[src/design/tcb_pkg.sv]
package tcb_pkg;

	// command codes
	localparam logic [1:0] CMD_PUT  = 2'd0;
	localparam logic [1:0] CMD_FILL = 2'd1;
	localparam logic [1:0] CMD_COPY = 2'd2;
	localparam logic [1:0] CMD_READ = 2'd3;

	// register indexes
	localparam logic [1:0] REG_FG   = 2'd0;
	localparam logic [1:0] REG_BG   = 2'd1;
	localparam logic [1:0] REG_COLS = 2'd2;
	localparam logic [1:0] REG_ROWS = 2'd3;

	localparam logic [23:0] RGB_MASK = 24'hFF_FFFF;

	// controller to datapath
	typedef struct packed {
		logic clear;      // write zero at clearing-pass cell
		logic load;       // latch command
		logic put;        // write put cell
		logic rd;         // issue read of sweep cell
		logic wr;         // write fill cell or shifted copy destination
		logic step;       // advance sweep
		logic rd_one;     // issue read of command cell
		logic respond;    // drive result
	} tcb_cmd_t;

	// datapath to controller
	typedef struct packed {
		logic clr_done;
		logic last;       // sweep at final cell
		logic empty;      // rectangle empty
	} tcb_sts_t;

endpackage

[src/design/tcb_ctrl.sv]
module tcb_ctrl
	import tcb_pkg::*;
(
	input  logic       clk,
	input  logic       arst_n,
	input  logic       start,
	input  logic [1:0] kind,
	input  tcb_sts_t   sts,
	output tcb_cmd_t   cmd,
	output logic       busy
);

	typedef enum logic [7:0] {
		S_CLR  = 8'b0000_0001,
		S_IDLE = 8'b0000_0010,
		S_DEC  = 8'b0000_0100,
		S_FILL = 8'b0000_1000,
		S_CRD  = 8'b0001_0000,
		S_CWR  = 8'b0010_0000,
		S_RD   = 8'b0100_0000,
		S_RSP  = 8'b1000_0000
	} state_t;

	state_t state_q, state_d;
	logic [1:0] kind_q;

	always_ff @(posedge clk or negedge arst_n) begin
		if (!arst_n) begin
			state_q <= S_CLR;
			kind_q <= CMD_PUT;
		end else begin
			state_q <= state_d;
			if (start && !busy) kind_q <= kind;
		end
	end

	assign busy = (state_q != S_IDLE);

	// next state and commands
	always_comb begin
		state_d = state_q;
		cmd = '0;
		unique case (state_q)
			S_CLR: begin
				cmd.clear = 1'b1;
				if (sts.clr_done) state_d = S_IDLE;
			end
			S_IDLE: begin
				if (start) begin
					cmd.load = 1'b1;
					state_d = S_DEC;
				end
			end
			S_DEC: begin
				unique case (kind_q)
					CMD_PUT: begin
						cmd.put = 1'b1;
						state_d = S_RSP;
					end
					CMD_FILL: state_d = sts.empty ? S_RSP : S_FILL;
					CMD_COPY: state_d = sts.empty ? S_RSP : S_CRD;
					default: begin
						cmd.rd_one = 1'b1;
						state_d = S_RD;
					end
				endcase
			end
			S_FILL: begin
				cmd.wr = 1'b1;
				cmd.step = 1'b1;
				if (sts.last) state_d = S_RSP;
			end
			S_CRD: begin
				cmd.rd = 1'b1;
				state_d = S_CWR;
			end
			S_CWR: begin
				cmd.wr = 1'b1;
				cmd.step = 1'b1;
				state_d = sts.last ? S_RSP : S_CRD;
			end
			S_RD: state_d = S_RSP;
			S_RSP: begin
				cmd.respond = 1'b1;
				state_d = S_IDLE;
			end
			default: state_d = S_IDLE;
		endcase
	end

endmodule

[config.mk]
export PLATFORM = sky130hd
export DESIGN_NAME = tcb_ctrl
export DESIGN_NICKNAME = d
export VERILOG_FILES = /design/src/design/tcb_pkg.sv /design/src/design/tcb_ctrl.sv
export SDC_FILE = /design/constraint.sdc
export NUM_CORES = 1
export LEC_CHECK = 0
export ABC_AREA = 1
export BUFFER_PORTS_ARGS = -buffer_cell sky130_fd_sc_hd__clkbuf_2
export CAP_MARGIN = 20
export CORE_ASPECT_RATIO = 1.1
export CORE_UTILIZATION = 29
export CTS_CLUSTER_SIZE = 40
export DETAILED_ROUTE_END_ITERATION = 7
export GPL_TIMING_DRIVEN = 0
export SYNTH_ARGS = -nofsm -noshare
export SYNTH_HDL_FRONTEND = slang
export SYNTH_SLANG_ARGS = --single-unit
[constraint.sdc]
create_clock -name clk -period 1.6 [get_ports clk]
set_input_delay 0 -clock clk [delete_from_list [all_inputs] [get_ports clk]]
set_output_delay 0 -clock clk [all_outputs]
set_load 0.02 [all_outputs]
==> metrics.csv, run 1 <==
stage,metric,value,unit
outcome,outcome,"finished, final reports clean",
sta,Tightest Pin Transition,271,ps
pwr,Power Density,1440,nW/um2
synth,largest area contributor in the netlist,dfrtp_1,
global_route,largest net degree at the start of global routing,11,
synth,most frequent cells after synthesis,"inv_1 (17), nor2_1 (16), nand2_1 (13)",
synth,Mapped Nets,100,
clocking,Skew-Pair Late Insertion Delay,260,ps
route,wire length per cell,9.92,um
sta,Setup TNS,0,ps
cells_and_area,area delta synth->final,42.1,%
synth,sequential fraction of the synthesis area,0.376,
route,number of remaining DRC errors,0,
global_route,GRT Total Usage,0.141,
floorplanning,core area,2080,um2
synth,Synth Instances,92,
synth,Synth cell types,20,
synth,post-synth top area share,0.336,
synth,"EDFF count, synth",0,
route,vias per std cell,4.38,
clocking,CTS buffer count,3,
synth,main area contributors after synthesis,"dfrtp_1 (34%), inv_1 (9.5%), nor2_1 (9.0%)",
clocking,Clock Tree Buf Depth,2,
placed_design,DP HPWL,1100,um
pwr,worst vdd ir,0.753,mV
sta,Setup Viol. Count Final,0,
global_route,first-pass GRT wire length,2480,um
global_route,total gr overflow,0,
synth,YS warnings,0,
synth,synthesized flop and latch total,10,
floorplanning,die width,47.8,um
cells_and_area,ANT cells,0,
route,DRT Pass-1 Iters,6,
sta,crit share post-route,0.933,
critical_path,critical path capture point type,output pin,
sta,Slew HR,0.817,
critical_path,worst path cell trace,nor2_4 > nand2_4 > nor4_2 > buf_4 > clkbuf_2,
cells_and_area,FF+latch area,251,um2
floorplanning,Initial Utilization,0.321,
worst_hold_path,HP Class,in -> reg,
floorplanning,die footprint,2500,um2
clocking,"Clk pin slew, worst setup/hold paths",70,ps
route,drt total wl,1510,um
critical_path,"Max FO, Critical Path",7,
flow_run,MaxCap Viol Count,0,
sta,Fin. Hold Viols,0,
clocking,clock root buffer,clkbuf_4,
synth,most frequent cell after synthesis,inv_1,
clocking,H-tree depth,1,
route,antenna-violating nets left,0,
cells_and_area,share of cells above drive strength 1,0.379,
critical_path,CP Data Required Time,1600,ps
pwr,Pleak,0.518,nW
cells_and_area,Multi-input gate area,347,um2
synth,Post-Syn Area per Cell,7.28,um2
route,vias post-DR,665,
sta,Layout Skew,4.19,ps
synth,Post-synth top flop,dfrtp_1,
critical_path,crit path kind,reg -> out,
synth,Post-synth ARST share,1.00,
sta,Max Slew Vio Count,0,
sta,fin worst setup slack,107,ps
floorplanning,Rows,17,
placed_design,I/O Buffers,16,
placed_design,Setup WS pre-CTS,172,ps
cells_and_area,Nets,133,
critical_path,Startpoint Class,register,
sta,Fmax achieved,0.670,GHz
route,initial DRC count,15,
floorplanning,die height,52.4,um
synth,Mapped Area,669,um2
floorplanning,Ports,17,
clocking,Clock Sinks,10,
critical_path,Max stage delay on crit path,420,ps
placed_design,routability cong.,0.775,
clocking,CTS tree,done,
critical_path,Crit path arrival time,1490,ps
global_route,initial antenna violation count,0,
critical_path,"Slowest-stage cell, CP",dfrtp_1,
global_route,vias in the first global route,626,
sta,Final Critical Period,1490,ps
cells_and_area,Filler cells,219,
pwr,Total Power,0.00137,W
[routing by layer]
| layer | up-vias | wire, um | global-route usage |
|---|---|---|---|
| li1 | 346 | - | - |
| met2 | 26 | 768 | 0.248 |
| met4 | 0 | 34 | 0.0556 |
| met3 | 6 | 65 | 0.0414 |
| met5 | - | 0 | 0 |
| met1 | 287 | 639 | 0.152 |
[layout by cell type, fill, tap and decap left out, types with 2 or more instances in the layout]
cell type,n
nand2_1,13
nor4_1,2
buf_4,9
nand3_1,6
o21ai_1,3
buf_2,2
clkbuf_4,3
inv_2,4
nor2_4,6
dfrtp_1,9
inv_1,17
dlygate4sd3_1,6
nand2_2,3
o21ai_0,2
nor2_1,15
clkbuf_2,13
[stage by stage]
stage,hold slack [ps],instances,util,instance area [um2]
global route,81.5,152,0.456,951
finish,68.4,152,0.456,951
floorplan,-296,92,-,669
global placement,-119,136,0.376,785
CTS,68.1,150,0.441,918
detailed placement,-119,136,0.376,785
[flip-flops by register name (all words and copies together) (netlist names)]
register,count
kind_q,2
state_q,8
[logic make-up after synthesis]
| family | Yosys count | synth area share |
|---|---|---|
| and+or+nand+nor | 51 | 0.417 |
| buffers and inverters | 23 | 0.140 |
| DFF | 10 | 0.376 |
| AOI/OAI and AO/OA | 8 | 0.0673 |
[path summary, 6_finish.rpt]
path	start	end	slack, ps	cells after the start
worst max-delay path	state_q[6]$_DFFE_PN0P_	cmd[1]	110	5
worst min-delay path	start	state_q[2]$_DFFE_PN0P_	70	3
worst max register to register	state_q[0]$_DFFE_PN1P_	state_q[1]$_DFFE_PN0P_	300	7
worst min register to register	kind_q[1]$_DFFE_PN0P_	state_q[4]$_DFFE_PN0P_	570	2
max in group asynchronous	arst_n	state_q[0]$_DFFE_PN1P_	1180	2
min in group asynchronous	arst_n	state_q[6]$_DFFE_PN0P_	150	2
[critical path, delay by kind of cell, from the launching register on]
| family | cells | cell delay (ps) |
|---|---|---|
| buffers and inverters | 2 | 290 |
| DFF | 1 | 420 |
| and+or+nand+nor | 3 | 510 |
[where the power goes]
part	total (W)	leakage [nW]	switching, W	internal (W)
logic	0.000781	0.368	0.000483	0.000299
clock network	0.000224	0.0210	0.0000861	0.000138
registers	0.000368	0.129	0.0000522	0.000316
total	0.00137	0.518	0.000621	0.000753
[cell type report]
type / count / area share
timing repair buffer: 28 / 0.197
inverter: 21 / 0.0829
tap: 28 / 0.0368
clock buffer: 4 / 0.0382
buffer: 2 / 0.0158
multi-input combinational: 59 / 0.364
sequential: 10 / 0.264
[what timing repair did]
item / 4_1_cts / 5_1_grt
setup buffers: 4 / 2
hold endpoints to repair: 15 / 0
hold buffers: 6 / 0
endpoints found under the setup margin: 2 / 5
gates cloned: 0 / 0
resized for setup: 2 / 8
pin swaps: 2 / 3
Note: power is estimated with default switching activity, not from simulation.
==> inputs of run 2 (changes only) <==
--- a/config.mk
+++ b/config.mk
@@ -5,7 +5,6 @@
 export SDC_FILE = /design/constraint.sdc
 export NUM_CORES = 1
 export LEC_CHECK = 0
-export ABC_AREA = 1
 export BUFFER_PORTS_ARGS = -buffer_cell sky130_fd_sc_hd__clkbuf_2
 export CAP_MARGIN = 20
 export CORE_ASPECT_RATIO = 1.1
==> run 2 against run 1 <==
Effect of this change: the run now ends with negative setup slack left; global-route usage rose by 2.3 points; utilization grew 8.6 points; die area is 7.7% lower; worst hold slack got worse by 32 ps; clock-buffer cell count unchanged; combinational power rose by 32%; critical endpoint is now kind_q[0]$_DFFE_PN0P_; highest routed layer unchanged.
==> metrics.csv, run 2 <==
stage,metric,value,unit,change
pwr,worst vdd ir,0.986,mV,+31%
route,drt total wl,1870,um,+24%
floorplanning,Initial Utilization,0.308,,-0.0132
floorplanning,Rows,17,,unchanged
global_route,largest net degree at the start of global routing,11,,unchanged
critical_path,Startpoint Class,register,,
synth,sequential fraction of the synthesis area,0.409,,+0.0328
route,number of remaining DRC errors,0,,unchanged
pwr,Internal Pwr Total,0.00101,W,+35%
flow_run,MaxCap Viol Count,0,,unchanged
sta,Layout Skew,4.82,ps,+0.625 ps
synth,Mapped Area,616,um2,-8.0%
route,DRT Pass-1 Iters,4,,-2
sta,Fin. Hold Viols,0,,unchanged
cells_and_area,"most common cell after layout, fill and taps aside",buf_4,,
clocking,CTS buffer count,3,,unchanged
cells_and_area,most frequent cells in the layout,"buf_4 (14), clkbuf_2 (9), nor2_1 (7)",,
worst_hold_path,hold path depth,3,,unchanged
pwr,clock share of power,0.136,,-0.027
synth,synthesized flop and latch total,10,,unchanged
cells_and_area,area delta synth->final,76.2,%,
route,antenna-violating nets left,0,,unchanged
synth,post-synth top area share,0.366,,+0.0294
clocking,clock root buffer,clkbuf_4,,
outcome,outcome,"complete, but fails checks",,
cells_and_area,"Design Area, Final",1080,um2,+14%
global_route,first-pass GRT wire length,2660,um,+7.2%
critical_path,critical path capture point type,register,,
sta,Slew HR,0.776,,-0.0414
synth,YS warnings,0,,unchanged
synth,Post-Syn Area per Cell,9.77,um2,+34%
sta,fin worst setup slack,-82.1,ps,-189 ps
synth,largest area contributor in the netlist,dfrtp_1,,
clocking,Clock Sinks,10,,unchanged
sta,WHS,36.0,ps,-32.4 ps
cells_and_area,max reg flops,8,,unchanged
route,vias per std cell,5.02,,+15%
critical_path,Crit path arrival time,1830,ps,+340 ps
critical_path,CP Data Required Time,1750,ps,+150 ps
placed_design,Area after DPL,741,um2,-5.6%
sta,Fmax achieved,0.595,GHz,-11%
cells_and_area,share of cells above drive strength 1,0.588,,+0.209
sta,Max Slew Vio Count,0,,unchanged
global_route,total gr overflow,0,,unchanged
clocking,H-tree depth,1,,unchanged
sta,RSZ-0062 raised after global routing,yes,,
synth,Post-synth ARST share,1.00,,unchanged
floorplanning,die height,50.3,um,-4.0%
pwr,Total Power,0.00168,W,+23%
critical_path,FF-to-FF path depth,5,,-2
sta,Final Critical Period,1680,ps,+189 ps
floorplanning,Ports,17,,unchanged
floorplanning,die footprint,2310,um2,-7.7%
global_route,routing usage on met3,0.0252,,-0.0162
cells_and_area,Filler cells,187,,-15%
global_route,routing usage on met2,0.239,,-0.00831
pwr,sw power,0.000669,W,+7.7%
critical_path,crit path kind,reg -> reg,,
clocking,"Clk pin slew, worst setup/hold paths",60,ps,about the same
clocking,Skew-Pair Late Insertion Delay,270,ps,about the same
route,vias post-DR,653,,-1.8%
outcome,failing checks,negative setup slack,,
global_route,initial antenna violation count,0,,unchanged
synth,Synth Instances,63,,-32%
global_route,vias in the first global route,634,,+1.3%
pwr,Combinational Power Share,0.612,,+0.043
global_route,GR peak layer,met2,,
critical_path,"Max FO, Critical Path",4,,-3
cells_and_area,Top Registers,"state_q x8, kind_q x2",,
synth,Mapped Nets,71,,-29%
synth,Synth cell types,32,,+60%
synth,Post-synth top flop,dfrtp_1,,
pwr,Pleak,0.488,nW,-5.8%
floorplanning,die width,45.9,um,-3.9%
floorplanning,core area,2000,um2,-4.1%
clocking,CTS tree,done,,
cells_and_area,FF+latch area,255,um2,+1.5%
pwr,Sw Share,0.397,,-0.0547
pwr,sequential power share,0.252,,-0.016
placed_design,Setup WS pre-CTS,-190,ps,-361 ps
global_route,GR Util met1,0.195,,+0.0424
global_route,GRT Total Usage,0.164,,+0.0226
sta,Tightest Pin Transition,336,ps,+64.6 ps
synth,most frequent cells after synthesis,"nor2_1 (10), dfrtp_1 (9), inv_1 (4)",,
synth,"EDFF count, synth",0,,unchanged
pwr,Power Density,1550,nW/um2,+7.4%
clocking,Clock Tree Buf Depth,2,,unchanged
placed_design,DP HPWL,1020,um,-7.0%
cells_and_area,Nets,111,,-17%
synth,main area contributors after synthesis,"dfrtp_1 (37%), nor2_1 (6.1%), dfstp_2 (4.3%)",,
route,initial DRC count,10,,-5
worst_hold_path,HP Class,in -> reg,,
route,wire length per cell,14.4,um,+45%
sta,Setup Viol. Count Final,6,,+6
placed_design,routability cong.,0.846,,+9.1%
placed_design,I/O Buffers,16,,unchanged
sta,crit share post-route,1.05,,+0.118
cells_and_area,Multi-input gate area,423,um2,+22%
synth,most frequent cell after synthesis,nor2_1,,
critical_path,reg2reg setup slack,-80,ps,-380 ps
cells_and_area,ANT cells,0,,unchanged
cells_and_area,largest register by flop count,state_q,,
[run 2: cell types whose count changed in the layout (fill, tap and decap cells not counted), moves of 4 or more]
cell / delta
nand3_1: -5
inv_1: -13
buf_6: +5
buf_4: +5
nor2_1: -8
clkbuf_2: -4
nand2_1: -12
[run 2: final timing paths]
check | start | end
worst max register to register | state_q[5]$_DFFE_PN0P_ | kind_q[0]$_DFFE_PN0P_
min in group asynchronous | arst_n | state_q[3]$_DFFE_PN0P_
worst min-delay path | start | state_q[2]$_DFFE_PN0P_
worst max-delay path | state_q[5]$_DFFE_PN0P_ | kind_q[0]$_DFFE_PN0P_
worst min register to register | kind_q[0]$_DFFE_PN0P_ | state_q[4]$_DFFE_PN0P_
max in group asynchronous | arst_n | state_q[0]$_DFFE_PN1P_
[run 2: timing repair]
action / CTS / global route
cloned: 0 / 0
pin swaps: 6 / 10
hold buffers: 6 / 0
endpoints found under the setup margin: 12 / 12
endpoints found under the hold margin: 14 / 0
buffers inserted: 7 / 7
resized for setup: 12 / 28
[run 2: cells by family (layout without fill, tap and decap cells)]
kind of cell / Yosys count / in the layout / share of synthesized area
xor gates and xnor gates: 3 / 3 / 0.0427
buffers and inverters: 8 / 47 / 0.0610
muxes: 3 / 3 / 0.0528
adders and majority gates: 1 / 1 / 0.0163
and+or+nand+nor: 30 / 30 / 0.309
DFF: 10 / 10 / 0.409
AOI/OAI and AO/OA: 8 / 8 / 0.110
[run 2: metrics by stage]
stage / setup TNS (ps) / std cells / util
after floorplan: -260 / 63 / -
after global placement: -487 / 107 / 0.370
after detailed placement: -568 / 107 / 0.370
after CTS: -314 / 123 / 0.467
after global routing: -768 / 130 / 0.543
final: -262 / 130 / 0.543
[run 2: power by group through the flow]
stage	logic, W	clock network [W]	registers, W
5_1_grt	0.00110	0.000252	0.000432
3_3_place_gp	0.000554	0	0.000411
3_5_place_dp	0.000565	0	0.000414
2_1_floorplan	0.000447	0	0.000385
6_report	0.00103	0.000229	0.000424
4_1_cts	0.000787	0.000234	0.000407
[run 2: metal layers]
layer / share of wire / vias to the layer above / wire, um
met5: 0 / - / 0
met4: 0.030 / 0 / 56
met3: 0.048 / 7 / 90
met2: 0.55 / 28 / 1020
met1: 0.38 / 311 / 705
li1: - / 307 / -
[run 2: worst max-delay path, cell delays in order, from the launching register on]
cell and delay [ps]:
dfrtp_2 450, nor4_4 270, and4b_2 310, inv_4 60, nor2_4 170, mux2_4 310
[run 2: area by class of cell]
cell class                      instances  share of cell area
Inverter                                6              0.0231
Multi-Input combinational cell         45               0.390
Sequential cell                        10               0.235
Clock buffer                            4              0.0334
Timing Repair Buffer                   36               0.276
Tap cell                               28              0.0323
Buffer                                  1              0.0104
==> inputs of run 3 (changes only) <==
--- a/config.mk
+++ b/config.mk
@@ -12,6 +12,7 @@
 export CTS_CLUSTER_SIZE = 40
 export DETAILED_ROUTE_END_ITERATION = 7
 export GPL_TIMING_DRIVEN = 0
+export MAX_ROUTING_LAYER = met4
 export SYNTH_ARGS = -nofsm -noshare
 export SYNTH_HDL_FRONTEND = slang
 export SYNTH_SLANG_ARGS = --single-unit
==> run 3 against run 2 <==
Effect of this change: cell area unchanged; flip-flop and latch count unchanged; largest power group unchanged; global-route usage up 0.42 points; the run still ends with negative setup slack left; largest cell class unchanged; utilization unchanged; worst hold slack about the same; non-clock buffer count unchanged; fmax about the same; first-iteration DRC count unchanged.
==> metrics.csv, run 3 (same netlist as run 2, synthesis figures left out) <==
stage,metric,value,unit,change
placed_design,placed cells,107,,unchanged
cells_and_area,Post-Layout Cell Count,130,,unchanged
critical_path,"Max FO, Critical Path",4,,unchanged
worst_hold_path,HP Class,in -> reg,,
global_route,vias in the first global route,636,,+0.32%
critical_path,CP Data Required Time,1750,ps,about the same
cells_and_area,largest register by flop count,state_q,,
route,DRT Pass-1 Iters,4,,unchanged
clocking,clock root buffer,clkbuf_4,,
sta,RSZ-0062 raised after global routing,yes,,
sta,Setup TNS,-263,ps,-0.819 ps
floorplanning,die footprint,2310,um2,unchanged
cells_and_area,"most common cell after layout, fill and taps aside",buf_4,,
route,M1 WL,710,um,+0.71%
cells_and_area,FF+latch area,255,um2,unchanged
sta,crit share post-route,1.05,,about the same
cells_and_area,area delta synth->final,76.2,%,unchanged
global_route,first-pass GRT wire length,2660,um,unchanged
cells_and_area,max reg flops,8,,unchanged
global_route,initial antenna violation count,0,,unchanged
clocking,Skew-Pair Late Insertion Delay,270,ps,about the same
critical_path,Critical path origin,state_q[5]$_DFFE_PN0P_,,
route,wire length per cell,14.4,um,about the same
placed_design,I/O Buffers,16,,unchanged
critical_path,Crit path arrival time,1830,ps,about the same
sta,Max Slew Vio Count,0,,unchanged
sta,Tightest Pin Transition,329,ps,-6.83 ps
critical_path,Startpoint Class,register,,
cells_and_area,Multi-input gate area,423,um2,unchanged
clocking,Clock Sinks,10,,unchanged
worst_hold_path,min-delay src,start,,
cells_and_area,Nets,111,,unchanged
outcome,failing checks,negative setup slack,,
sta,Setup Viol. Count Final,6,,unchanged
sta,Layout Skew,4.58,ps,-0.238 ps
placed_design,Setup WS pre-CTS,-190,ps,unchanged
critical_path,reg2reg start,state_q[5]$_DFFE_PN0P_,,
route,vias per std cell,5.00,,-0.46%
cells_and_area,share of cells above drive strength 1,0.588,,unchanged
pwr,worst vdd ir,0.986,mV,about the same
cells_and_area,most frequent cells in the layout,"buf_4 (14), clkbuf_2 (9), nor2_1 (7)",,
clocking,CTS tree,done,,
clocking,H-tree depth,1,,unchanged
global_route,GRT Total Usage,0.168,,+0.00425
cells_and_area,Filler cells,187,,unchanged
outcome,outcome,"complete, but fails checks",,
cells_and_area,Top Registers,"state_q x8, kind_q x2",,
floorplanning,core area,2000,um2,unchanged
floorplanning,die height,50.3,um,unchanged
route,Highest Signal Layer,met4,,
global_route,largest net degree at the start of global routing,11,,unchanged
placed_design,DP HPWL,1020,um,unchanged
floorplanning,Rows,17,,unchanged
route,vias post-DR,650,,-0.46%
route,number of remaining DRC errors,0,,unchanged
flow_run,MaxCap Viol Count,0,,unchanged
clocking,Clock Tree Buf Depth,2,,unchanged
clocking,"Clk pin slew, worst setup/hold paths",60,ps,about the same
sta,Fmax achieved,0.595,GHz,about the same
clocking,CTS buffer count,3,,unchanged
sta,Fin. Hold Viols,0,,unchanged
route,initial DRC count,10,,unchanged
pwr,Power Density,1550,nW/um2,about the same
cells_and_area,final core occ,0.543,,unchanged
route,met3 WL,84,um,-6.7%
placed_design,routability cong.,0.859,,+1.6%
floorplanning,die width,45.9,um,unchanged
sta,Final Critical Period,1680,ps,-0.0429 ps
route,met2 wire len,994,um,-2.7%
floorplanning,Initial Utilization,0.308,,unchanged
global_route,total gr overflow,0,,unchanged
sta,Slew HR,0.781,,+0.00455
pwr,Total Power,0.00168,W,about the same
sta,fin worst setup slack,-82.0,ps,+0.0429 ps
floorplanning,Ports,17,,unchanged
route,drt total wl,1870,um,about the same
critical_path,critical path capture point type,register,,
cells_and_area,ANT cells,0,,unchanged
critical_path,crit path kind,reg -> reg,,
pwr,Pleak,0.488,nW,unchanged
route,antenna-violating nets left,0,,unchanged
[run 3: cell counts in the layout (fill, tap and decap cells not counted)]
No cell type changed its count.
[run 3: final cells by class]
type,count,share of cell area
multi-input cells,45,0.390
repair buffers,36,0.276
clock buffers,4,0.0334
flip-flops and latches,10,0.235
plain buffers,1,0.0104
well taps,28,0.0323
inverters,6,0.0231
[run 3: worst paths after layout]
check | end | depth (start not counted) | slack [ps]
max | kind_q[0]$_DFFE_PN0P_ | 5 | -80
min in group asynchronous | state_q[3]$_DFFE_PN0P_ | 2 | 120
max reg2reg | kind_q[0]$_DFFE_PN0P_ | 5 | -80
min | state_q[2]$_DFFE_PN0P_ | 3 | 40
min reg2reg | state_q[4]$_DFFE_PN0P_ | 1 | 610
max in group asynchronous | state_q[0]$_DFFE_PN1P_ | 2 | 1220
[run 3: repair_timing]
item / CTS / global route
setup buffers: 7 / 7
endpoints found under the hold margin: 14 / 0
setup endpoints to repair: 12 / 12
pin swaps: 6 / 10
resized for setup: 12 / 28
hold buffers: 6 / 0
[run 3: layer usage]
layer	vias up	global-route usage
li1	307	-
met1	306	0.195
met2	27	0.239
met3	10	0.0252
met4	0	0.157
met5	-	-
[run 3: power breakdown]
part | leakage [nW] | switching (W) | total [W] | internal [W]
Clock | 0.0210 | 0.0000907 | 0.000229 | 0.000138
Sequential | 0.122 | 0.000109 | 0.000424 | 0.000316
Combinational | 0.344 | 0.000471 | 0.00103 | 0.000560
Total | 0.488 | 0.000670 | 0.00168 | 0.00101
[run 3: metrics by stage]
step,hold WS [ps],instance area [um2]
2_1_floorplan,-296,626
3_3_place_gp,-121,741
3_5_place_dp,-122,741
4_1_cts,11.3,933
5_1_grt,31.3,1080
6_report,35.8,1080
[run 3: critical path, stage by stage (launching register included)]
cell and delay, ps:
dfrtp_2 450, nor4_4 270, and4b_2 310, inv_4 60, nor2_4 170, mux2_4 310
